## src/rtl/core/lca_pkg.sv

```systemverilog
// Shared constants, types and codes for the Game of Life unit.
`default_nettype none

package lca_pkg;

    // Grid geometry.
    localparam int GRID_COLS  = 64;
    localparam int GRID_ROWS  = 48;
    localparam int CELL_COUNT = GRID_COLS * GRID_ROWS;

    // Fixed field widths of the ports.
    localparam int OP_W     = 2;
    localparam int IN_COL_W = 6;
    localparam int IN_ROW_W = 6;
    localparam int POP_W    = 12;
    localparam int POP_MAX  = (1 << POP_W) - 1;

    // Internal widths derived from the geometry.
    localparam int ADDR_W = (GRID_ROWS > 1) ? $clog2(GRID_ROWS) : 1;
    localparam int XCOL_W = (GRID_COLS > 1) ? $clog2(GRID_COLS) : 1;
    localparam int LIVE_W = $clog2(CELL_COUNT + 1);

    // The sweep runs from step 0 to SWEEP_LAST inclusive.
    localparam int SWEEP_LAST = GRID_ROWS + 3;
    localparam int SWP_W      = $clog2(SWEEP_LAST + 1);

    // Row population is summed in groups of columns, then across groups.
    localparam int GROUP_SIZE  = 8;
    localparam int GROUP_COUNT = (GRID_COLS + GROUP_SIZE - 1) / GROUP_SIZE;
    localparam int GRP_W       = $clog2(GROUP_SIZE + 1);
    localparam int ROWPOP_W    = $clog2(GRID_COLS + 1);

    // Neighbour counts of the B3/S23 rule.
    localparam logic [3:0] BIRTH_COUNT   = 4'd3;
    localparam logic [3:0] SURVIVE_COUNT = 4'd2;

    typedef enum logic [OP_W-1:0] {
        OP_SET   = 2'd0,
        OP_CLEAR = 2'd1,
        OP_STEP  = 2'd2,
        OP_READ  = 2'd3
    } op_t;

    typedef enum logic [1:0] {
        ST_IDLE,
        ST_ACCESS,
        ST_SWEEP,
        ST_FINISH
    } state_t;

    // Vertical three-cell window held in one column.
    typedef struct packed {
        logic up;
        logic mid;
        logic dn;
    } column_t;

    // Control from the sequencer to the row of cells.
    typedef struct packed {
        logic shift;
        logic count;
        logic sweep;
    } row_ctrl_t;

endpackage

`default_nettype wire

```

## src/rtl/core/lca_ram.sv

```systemverilog
// Generic simple dual-port RAM with registered read data.
`default_nettype none

module lca_ram #(
    parameter int WIDTH = 8,
    parameter int DEPTH = 16
) (
    input  wire logic                                    clk,
    input  wire logic                                    wr_en,
    input  wire logic [((DEPTH > 1) ? $clog2(DEPTH) : 1)-1:0] wr_addr,
    input  wire logic [WIDTH-1:0]                        wr_data,
    input  wire logic [((DEPTH > 1) ? $clog2(DEPTH) : 1)-1:0] rd_addr,
    output logic      [WIDTH-1:0]                        rd_data
);

    logic [WIDTH-1:0] mem [DEPTH];

    always_ff @(posedge clk)
    begin
        if (wr_en)
        begin
            mem[wr_addr] <= wr_data;
        end
        rd_data <= mem[rd_addr];
    end

endmodule

`default_nettype wire

```

## src/rtl/core/lca_cell.sv

```systemverilog
// One column cell: holds a vertical window and computes the next state of its middle cell.
`default_nettype none

module lca_cell (
    input  wire logic               clk,
    input  wire logic               shift,
    input  wire logic               dn,
    input  wire lca_pkg::column_t   left,
    input  wire lca_pkg::column_t   right,
    output lca_pkg::column_t        window,
    output logic                    next_alive
);
    import lca_pkg::*;

    logic       up_reg;
    logic       mid_reg;
    logic [3:0] count;

    // The window slides down one row on every shift.
    always_ff @(posedge clk)
    begin
        if (shift)
        begin
            up_reg  <= mid_reg;
            mid_reg <= dn;
        end
    end

    assign window = '{up: up_reg, mid: mid_reg, dn: dn};

    assign count = {3'b000, left.up}  + {3'b000, left.mid}  + {3'b000, left.dn}
                 + {3'b000, right.up} + {3'b000, right.mid} + {3'b000, right.dn}
                 + {3'b000, up_reg}   + {3'b000, dn};

    assign next_alive = (count == BIRTH_COUNT) || (mid_reg && (count == SURVIVE_COUNT));

endmodule

`default_nettype wire

```

## src/rtl/core/lca_cell_row.sv

```systemverilog
// Row of column cells with a two-stage population count of each new row.
`default_nettype none

module lca_cell_row (
    input  wire logic                                clk,
    input  wire logic                                rst_n,
    input  wire lca_pkg::row_ctrl_t                  ctrl,
    input  wire logic [lca_pkg::GRID_COLS-1:0]       below_row,
    output logic      [lca_pkg::GRID_COLS-1:0]       next_row,
    output logic      [lca_pkg::ROWPOP_W-1:0]        row_pop
);
    import lca_pkg::*;

    column_t windows [GRID_COLS];
    column_t lefts   [GRID_COLS];
    column_t rights  [GRID_COLS];

    logic [GRP_W-1:0]    grp_reg  [GROUP_COUNT];
    logic [GRP_W-1:0]    grp_next [GROUP_COUNT];
    logic [ROWPOP_W-1:0] row_pop_reg;
    logic [ROWPOP_W-1:0] row_pop_next;

    // Each cell sees the windows of its two neighbours; off-grid columns are dead.
    for (genvar i = 0; i < GRID_COLS; i++)
    begin : g_cells
        if (i == 0)
        begin : g_left_edge
            assign lefts[i] = '0;
        end
        else
        begin : g_left_inner
            assign lefts[i] = windows[i-1];
        end

        if (i == GRID_COLS - 1)
        begin : g_right_edge
            assign rights[i] = '0;
        end
        else
        begin : g_right_inner
            assign rights[i] = windows[i+1];
        end

        lca_cell u_cell (
            .clk        (clk),
            .shift      (ctrl.shift),
            .dn         (below_row[i]),
            .left       (lefts[i]),
            .right      (rights[i]),
            .window     (windows[i]),
            .next_alive (next_row[i])
        );
    end

    always_comb
    begin
        for (int g = 0; g < GROUP_COUNT; g++)
        begin
            grp_next[g] = '0;
            for (int k = 0; k < GROUP_SIZE; k++)
            begin
                if (g * GROUP_SIZE + k < GRID_COLS)
                begin
                    grp_next[g] = grp_next[g]
                                + GRP_W'(next_row[(g * GROUP_SIZE + k) % GRID_COLS]);
                end
            end
            if (!ctrl.count)
            begin
                grp_next[g] = '0;
            end
        end
    end

    always_comb
    begin
        row_pop_next = '0;
        for (int g = 0; g < GROUP_COUNT; g++)
        begin
            row_pop_next = row_pop_next + ROWPOP_W'(grp_reg[g]);
        end
        if (!ctrl.sweep)
        begin
            row_pop_next = '0;
        end
    end

    always_ff @(posedge clk or negedge rst_n)
    begin
        if (!rst_n)
        begin
            for (int g = 0; g < GROUP_COUNT; g++)
            begin
                grp_reg[g] <= '0;
            end
            row_pop_reg <= '0;
        end
        else
        begin
            for (int g = 0; g < GROUP_COUNT; g++)
            begin
                grp_reg[g] <= grp_next[g];
            end
            row_pop_reg <= row_pop_next;
        end
    end

    assign row_pop = row_pop_reg;

endmodule

`default_nettype wire

```

## src/rtl/core/life_cellular_automaton_unit.sv

```systemverilog
// Top level of the Game of Life (B3/S23) unit: grid store, sweep sequencer and result port.
//
//   Channel   Ports                          Transfer
//   -------   ----------------------------   -----------------------------------------
//   request   start, operation, col, row     taken at a rising edge with start & !busy
//   result    done, cell_alive, population   valid for the one cycle in which done is high
//
// A set, clear or read request first reads the grid row from the row memory, then
// modifies it, writes it back and presents the result. In a generation step the
// row of column cells takes one grid row per cycle from the single row memory read
// port, and the population pipeline drains after the last row has been taken.
// Reset is asynchronous and active low. All rows read as dead after reset through a
// per-row valid flag, so no clearing pass is needed and requests may follow at once.
// The receiver cannot stall; busy stays high from the request until done.
`default_nettype none

module life_cellular_automaton_unit (
    input  wire logic                          clk,
    input  wire logic                          rst_n,
    input  wire logic                          start,
    input  wire logic [lca_pkg::OP_W-1:0]      operation,
    input  wire logic [lca_pkg::IN_COL_W-1:0]  col,
    input  wire logic [lca_pkg::IN_ROW_W-1:0]  row,
    output logic                               busy,
    output logic                               done,
    output logic                               cell_alive,
    output logic      [lca_pkg::POP_W-1:0]     population
);
    import lca_pkg::*;

    state_t                 state_reg, state_next;
    logic [SWP_W-1:0]       sweep_reg, sweep_next;
    op_t                    op_reg, op_next;
    logic [XCOL_W-1:0]      col_reg, col_next;
    logic [ADDR_W-1:0]      row_reg, row_next;
    logic                   on_grid_reg, on_grid_next;
    logic [GRID_ROWS-1:0]   row_valid_reg, row_valid_next;
    logic                   rd_live_reg, rd_live_next;
    logic [LIVE_W-1:0]      live_total_reg, live_total_next;
    logic [LIVE_W-1:0]      acc_reg, acc_next;
    logic                   cell_alive_reg, cell_alive_next;
    logic                   done_reg, done_next;

    logic                   accept;
    logic                   req_on_grid;
    logic [ADDR_W-1:0]      req_row;
    logic                   compute;

    logic                   wr_en;
    logic [ADDR_W-1:0]      wr_addr;
    logic [GRID_COLS-1:0]   wr_data;
    logic [ADDR_W-1:0]      rd_addr;
    logic [GRID_COLS-1:0]   rd_data;
    logic [GRID_COLS-1:0]   below_row;
    logic [GRID_COLS-1:0]   next_row;
    logic [ROWPOP_W-1:0]    row_pop;
    row_ctrl_t              row_ctrl;

    logic [GRID_COLS-1:0]   mod_word;
    logic                   old_bit;

    assign accept      = start && (state_reg == ST_IDLE);
    assign req_on_grid = (int'(col) < GRID_COLS) && (int'(row) < GRID_ROWS);
    assign req_row     = ADDR_W'(row);

    // A new row is produced once the window holds rows above, at and below it.
    assign compute = (state_reg == ST_SWEEP) && (int'(sweep_reg) >= 2)
                  && (int'(sweep_reg) <= GRID_ROWS + 1);

    // Rows never written since reset read as dead.
    assign below_row = rd_live_reg ? rd_data : '0;

    // Next-state logic.
    always_comb
    begin
        state_next = state_reg;
        case (state_reg)
            ST_IDLE:
            begin
                if (start)
                begin
                    state_next = (op_t'(operation) == OP_STEP) ? ST_SWEEP : ST_ACCESS;
                end
            end
            ST_ACCESS:
            begin
                state_next = ST_IDLE;
            end
            ST_SWEEP:
            begin
                if (int'(sweep_reg) == SWEEP_LAST)
                begin
                    state_next = ST_FINISH;
                end
            end
            ST_FINISH:
            begin
                state_next = ST_IDLE;
            end
            default:
            begin
                state_next = ST_IDLE;
            end
        endcase
    end

    // Control outputs: busy, memory addressing and row-of-cells control.
    always_comb
    begin
        busy           = 1'b1;
        rd_addr        = '0;
        rd_live_next   = 1'b0;
        row_ctrl.shift = 1'b0;
        row_ctrl.count = 1'b0;
        row_ctrl.sweep = 1'b0;
        case (state_reg)
            ST_IDLE:
            begin
                busy = 1'b0;
                if (req_on_grid)
                begin
                    rd_addr      = req_row;
                    rd_live_next = start && (op_t'(operation) != OP_STEP)
                                && row_valid_reg[req_row];
                end
            end
            ST_SWEEP:
            begin
                row_ctrl.shift = 1'b1;
                row_ctrl.count = compute;
                row_ctrl.sweep = 1'b1;
                if (int'(sweep_reg) < GRID_ROWS)
                begin
                    rd_addr      = ADDR_W'(sweep_reg);
                    rd_live_next = row_valid_reg[ADDR_W'(sweep_reg)];
                end
            end
            default:
            begin
                busy = 1'b1;
            end
        endcase
    end

    // Read-modify-write word for set and clear.
    always_comb
    begin
        old_bit  = below_row[col_reg];
        mod_word = below_row;
        mod_word[col_reg] = (op_reg == OP_SET);
    end

    // Datapath.
    always_comb
    begin
        sweep_next      = sweep_reg;
        op_next         = op_reg;
        col_next        = col_reg;
        row_next        = row_reg;
        on_grid_next    = on_grid_reg;
        row_valid_next  = row_valid_reg;
        live_total_next = live_total_reg;
        acc_next        = acc_reg;
        cell_alive_next = cell_alive_reg;
        done_next       = 1'b0;
        wr_en           = 1'b0;
        wr_addr         = '0;
        wr_data         = mod_word;
        case (state_reg)
            ST_IDLE:
            begin
                if (accept)
                begin
                    op_next         = op_t'(operation);
                    col_next        = XCOL_W'(col);
                    row_next        = req_row;
                    on_grid_next    = req_on_grid;
                    sweep_next      = '0;
                    cell_alive_next = 1'b0;
                end
            end
            ST_ACCESS:
            begin
                done_next = 1'b1;
                if (on_grid_reg)
                begin
                    case (op_reg)
                        OP_SET:
                        begin
                            wr_en           = 1'b1;
                            wr_addr         = row_reg;
                            cell_alive_next = 1'b1;
                            row_valid_next[row_reg] = 1'b1;
                            if (!old_bit)
                            begin
                                live_total_next = live_total_reg + LIVE_W'(1);
                            end
                        end
                        OP_CLEAR:
                        begin
                            wr_en           = 1'b1;
                            wr_addr         = row_reg;
                            cell_alive_next = 1'b0;
                            row_valid_next[row_reg] = 1'b1;
                            if (old_bit)
                            begin
                                live_total_next = live_total_reg - LIVE_W'(1);
                            end
                        end
                        default:
                        begin
                            cell_alive_next = old_bit;
                        end
                    endcase
                end
                else
                begin
                    cell_alive_next = 1'b0;
                end
            end
            ST_SWEEP:
            begin
                sweep_next = sweep_reg + SWP_W'(1);
                acc_next   = (sweep_reg == '0) ? '0 : acc_reg + LIVE_W'(row_pop);
                if (compute)
                begin
                    wr_en   = 1'b1;
                    wr_addr = ADDR_W'(sweep_reg - SWP_W'(2));
                    wr_data = next_row;
                    row_valid_next[wr_addr] = 1'b1;
                    if (on_grid_reg && (wr_addr == row_reg))
                    begin
                        cell_alive_next = next_row[col_reg];
                    end
                end
            end
            ST_FINISH:
            begin
                live_total_next = acc_reg;
                done_next       = 1'b1;
            end
            default:
            begin
                done_next = 1'b0;
            end
        endcase
    end

    always_ff @(posedge clk or negedge rst_n)
    begin
        if (!rst_n)
        begin
            state_reg      <= ST_IDLE;
            row_valid_reg  <= '0;
            live_total_reg <= '0;
            done_reg       <= 1'b0;
            rd_live_reg    <= 1'b0;
            sweep_reg      <= '0;
        end
        else
        begin
            state_reg      <= state_next;
            row_valid_reg  <= row_valid_next;
            live_total_reg <= live_total_next;
            done_reg       <= done_next;
            rd_live_reg    <= rd_live_next;
            sweep_reg      <= sweep_next;
        end
    end

    always_ff @(posedge clk)
    begin
        op_reg         <= op_next;
        col_reg        <= col_next;
        row_reg        <= row_next;
        on_grid_reg    <= on_grid_next;
        acc_reg        <= acc_next;
        cell_alive_reg <= cell_alive_next;
    end

    // One grid row per memory word.
    lca_ram #(
        .WIDTH (GRID_COLS),
        .DEPTH (GRID_ROWS)
    ) u_grid_ram (
        .clk     (clk),
        .wr_en   (wr_en),
        .wr_addr (wr_addr),
        .wr_data (wr_data),
        .rd_addr (rd_addr),
        .rd_data (rd_data)
    );

    lca_cell_row u_cell_row (
        .clk       (clk),
        .rst_n     (rst_n),
        .ctrl      (row_ctrl),
        .below_row (below_row),
        .next_row  (next_row),
        .row_pop   (row_pop)
    );

    assign done       = done_reg;
    assign cell_alive = cell_alive_reg;
    assign population = (int'(live_total_reg) > POP_MAX) ? POP_W'(POP_MAX)
                                                         : POP_W'(live_total_reg);

endmodule

`default_nettype wire

```

## config.mk

```make
export PLATFORM = sky130hd
export DESIGN_NAME = life_cellular_automaton_unit
export DESIGN_NICKNAME = d
export VERILOG_FILES = /design/src/rtl/core/lca_pkg.sv /design/src/rtl/core/lca_ram.sv /design/src/rtl/core/lca_cell.sv /design/src/rtl/core/lca_cell_row.sv /design/src/rtl/core/life_cellular_automaton_unit.sv
export SDC_FILE = /design/constraint.sdc
export NUM_CORES = 2
export LEC_CHECK = 0
export ABC_CLOCK_PERIOD_IN_PS = 8400
export BUFFER_PORTS_ARGS = -buffer_cell sky130_fd_sc_hd__buf_4
export CAP_MARGIN = 20
export CORE_MARGIN = 1
export CORE_UTILIZATION = 55
export CTS_CLUSTER_DIAMETER = 40
export CTS_CLUSTER_SIZE = 12
export DETAILED_ROUTE_END_ITERATION = 10
export PLACE_DENSITY_LB_ADDON = 0.15
export SYNTH_ARGS = -nofsm -noshare
export SYNTH_HDL_FRONTEND = slang
export SYNTH_SLANG_ARGS = --single-unit
```

## constraint.sdc

```tcl
create_clock -name clk -period 8.4 [get_ports clk]
set_clock_uncertainty 0.1 [all_clocks]
set_input_delay 0.84 -clock clk [delete_from_list [all_inputs] [get_ports clk]]
set_output_delay 0.84 -clock clk [all_outputs]
set_load 0.01 [all_outputs]
```

==> flow_metrics.env <==
export IMPL_holdWs_ns=0.101
export IMPL_power_frac_clock=0.364
export IMPL_hp_class="input port to register"
export IMPL_syn_nets=12400
export IMPL_top_signal_layer_used="met5"
export IMPL_core_region_area_um2=271000
export IMPL_power_density_nw_per_um2=321
export IMPL_ys_seq_area_frac=0.675
export IMPL_grt_overflow_total=0
export IMPL_vias_per_cell=6.46
export IMPL_cts_resized=0
export IMPL_final_cell_area_um2=172000
export IMPL_dr_wl_met3_um=52500
export IMPL_detailedPlace_worstSlack_ns=1.77
export IMPL_wl_met1_um=182000
export IMPL_cts_tree="yes"
export IMPL_dp_hpwl_um=238000
export IMPL_wl_per_cell_um=29.6
export IMPL_violations="slew limit"
export IMPL_io_buffers=31
export IMPL_syn_inst=11825
export IMPL_end_kind="register"
export IMPL_r2r_cells=23
export IMPL_grt_usage=0.338
export IMPL_rsz0062_at_grt="no"
export IMPL_routed_wl_um=468000
export IMPL_worstPathRequired_ns=9.12
export IMPL_insertion_delay_ns=1.02
export IMPL_drtAntennaViolNets=0
export IMPL_layout_setup_ws_ns=1.74
export IMPL_fillCellCount=20035
export IMPL_slew_violations=1
export IMPL_final_common_cell="edfxtp_1"
export IMPL_hold_path_depth=1
export IMPL_placedCellCount=14925
export IMPL_num_vias=102108
export IMPL_yosysTopAreaCellShare=0.648
export IMPL_period_share=0.793
export IMPL_finalSetupTns_ns=0
export IMPL_cts_buffers=461
export IMPL_power_switching_mw=18.4
export IMPL_instances_no_fill=15818
export IMPL_place_gp_congestion=0.935
export IMPL_htree_levels=5
export IMPL_crit_top_cell="fa_1"
export IMPL_grt_pass1_vias=97516
export IMPL_rows=191
export IMPL_drtPass1Iterations=7
export IMPL_first_iter_violations=13960
export IMPL_grt_pass1_wl_um=671000
export IMPL_status="finished, violations left"
export IMPL_p_comb_frac=0.272
export IMPL_cts_max_path_buffers=4
export IMPL_final_util=0.634
export IMPL_p_leak_nw=63.6
export IMPL_synthesis_area_um2=150000
export IMPL_drcViolationCount=0
export IMPL_total_power_mw=55.1
export IMPL_grt_start_max_net_pins=162
export IMPL_critPathSlowestCell="dfrtp_4"
export IMPL_cpPeakStageDelay_ns=0.76
export IMPL_cp_max_fo=36
export IMPL_antenna_found_initial=32
export IMPL_root_buffer="clkbuf_16"
export IMPL_regMostFlops="u_grid_ram.mem"
export IMPL_fmax_mhz=150
export IMPL_peakVddDrop_mv=0.246
export IMPL_path_clk_slew_ns=0.05
export IMPL_critPathKind="register to register"
export IMPL_place_area_um2=155000
export IMPL_yosys_most_used_dff="edfxtp_1"
export IMPL_cp_depth=23
export IMPL_setup_viol=0
export IMPL_die_w_um=523
export IMPL_cts_sinks=3401
export IMPL_drive_gt1_frac=0.102
export IMPL_avgSynthCellArea_um2=12.6
export IMPL_async_flop_share=0.0320
export IMPL_critical_path_buf_inv_count=8
export IMPL_worstMarginPinSlew_ns=1.50
export IMPL_fin_crit_ns=6.66
export IMPL_intPower_mw=36.7
export IMPL_pwr_share_seq=0.364
export IMPL_dieArea_um2=274000
export IMPL_worstSetupStartpointType="register"
export IMPL_ys_warn_count=0
export IMPL_slew_headroom=-0.0000822
export IMPL_dr_wl_met2_um=212000
export IMPL_start_util=0.553
export IMPL_largest_reg_flops=3072
export IMPL_nets=12408
export IMPL_io_pins=32
export IMPL_cts_setup_buffers=0
export IMPL_mostFrequentLayoutCells="3228 x edfxtp_1, 3226 x nand2_1, 841 x nand3_1"
export IMPL_max_cap_violations=0
export IMPL_synth_area_leaders="edfxtp_1 65%, nand2_1 8.1%, fa_1 3.9%"
export IMPL_synth_edff_count=3228
export IMPL_cp_arrival_ns=7.38
export IMPL_ys_seq_elements=3401
export IMPL_switching_share=0.333
export IMPL_yosys_area_top_type="edfxtp_1"
export IMPL_fp_dieH_um=523
export IMPL_synth_cell_type_count=70
export IMPL_hold_violations=0
export IMPL_path_cells="buf_4 > nand2_1 > inv_1 > fa_1 > inv_1 > fa_1 > fa_1 > inv_1 > ha_1 > fa_1 > nand3_1 > o21ai_0 > o211a_1 > ha_1 > inv_1 > fa_1 > inv_1 > fa_1 > inv_1 > fa_1 > inv_1 > fa_1 > and2_1"
export IMPL_area_growth_pct=14.7
export IMPL_crit_family="adder cells"
[final cells by class]
cell class | instances | area, um^2 | share of cell area
repair buffers | 307 | 3590 | 0.0209
inverters | 546 | 2050 | 0.0119
diodes | 22 | 55.1 | 0.000321
clock inverters | 334 | 4020 | 0.0235
flip-flops and latches | 3401 | 101000 | 0.589
multi-input cells | 7116 | 44400 | 0.259
clock buffers | 522 | 12000 | 0.0697
well taps | 3570 | 4470 | 0.0260
[logic make-up after synthesis]
group                    after synthesis  share of synthesized area
AO/OA/AOI/OAI                       1689                     0.0828
XOR/XNOR                              54                    0.00316
adder cells (fa/ha/maj)              558                     0.0615
buffers and inverters               1308                     0.0349
flip-flops                          3401                      0.675
multiplexers                          71                    0.00770
AND/OR/NAND/NOR                     4744                      0.135
[worst paths after layout]
kind,startpoint,to,slack (ns)
max,rd_live_reg,u_cell_row.grp_reg[29],1.74
min,row[3],row_reg[3],0.10
max reg2reg,rd_live_reg,u_cell_row.grp_reg[29],1.74
min reg2reg,u_cell_row.g_cells[36].u_cell.mid_reg,u_cell_row.g_cells[36].u_cell.up_reg,0.35
max in group asynchronous,rst_n,rd_live_reg,6.33
min in group asynchronous,rst_n,row_valid_reg[14],0.43
[power by group through the flow]
| stage | sequential (mW) | combinational, mW | clock [mW] |
|---|---|---|---|
| 5_1_grt | 20.1 | 16.4 | 20.8 |
| 4_1_cts | 20.0 | 14.8 | 20.2 |
| 3_5_place_dp | 20.3 | 14.7 | 0 |
| 6_report | 20.0 | 15.0 | 20.0 |
| 3_3_place_gp | 20.3 | 14.3 | 0 |
| 2_1_floorplan | 20.1 | 9.79 | 0 |
[synthesized netlist by cell type, drive strengths merged, types with 5 or more instances]
library cell	n
nor3b	8
o21ai	130
a211o	68
mux2i	25
nand4	6
and3	388
a221oi	6
o22ai	56
a21boi	13
or2	6
fa	295
a21o	68
a31oi	218
nor2b	15
nor2	159
buf	266
nand2b	18
a311oi	609
dfrtp	109
xnor2	30
o221ai	7
o211a	40
clkbuf	496
edfxtp	3228
xor2	24
inv	545
mux4	34
and2	38
o211ai	23
a32o	5
dfxtp	64
mux2	12
a211oi	140
ha	263
a21oi	268
nand2	3227
nor3	21
nand3	842
a22o	6
[per-layer routing]
layer | GRT usage | vias to the layer above
li1 | - | 43352
met1 | 0.473 | 51354
met2 | 0.521 | 6247
met3 | 0.0659 | 1129
met4 | 0.142 | 26
met5 | 0 | -
[timing repair]
| item | 4_1_cts | 5_1_grt |
|---|---|---|
| hold buffers | 9 | 0 |
| hold endpoints to repair | 67 | 0 |
| endpoints found under the setup margin | 0 | 0 |
Power figures use the tool's default switching activity.
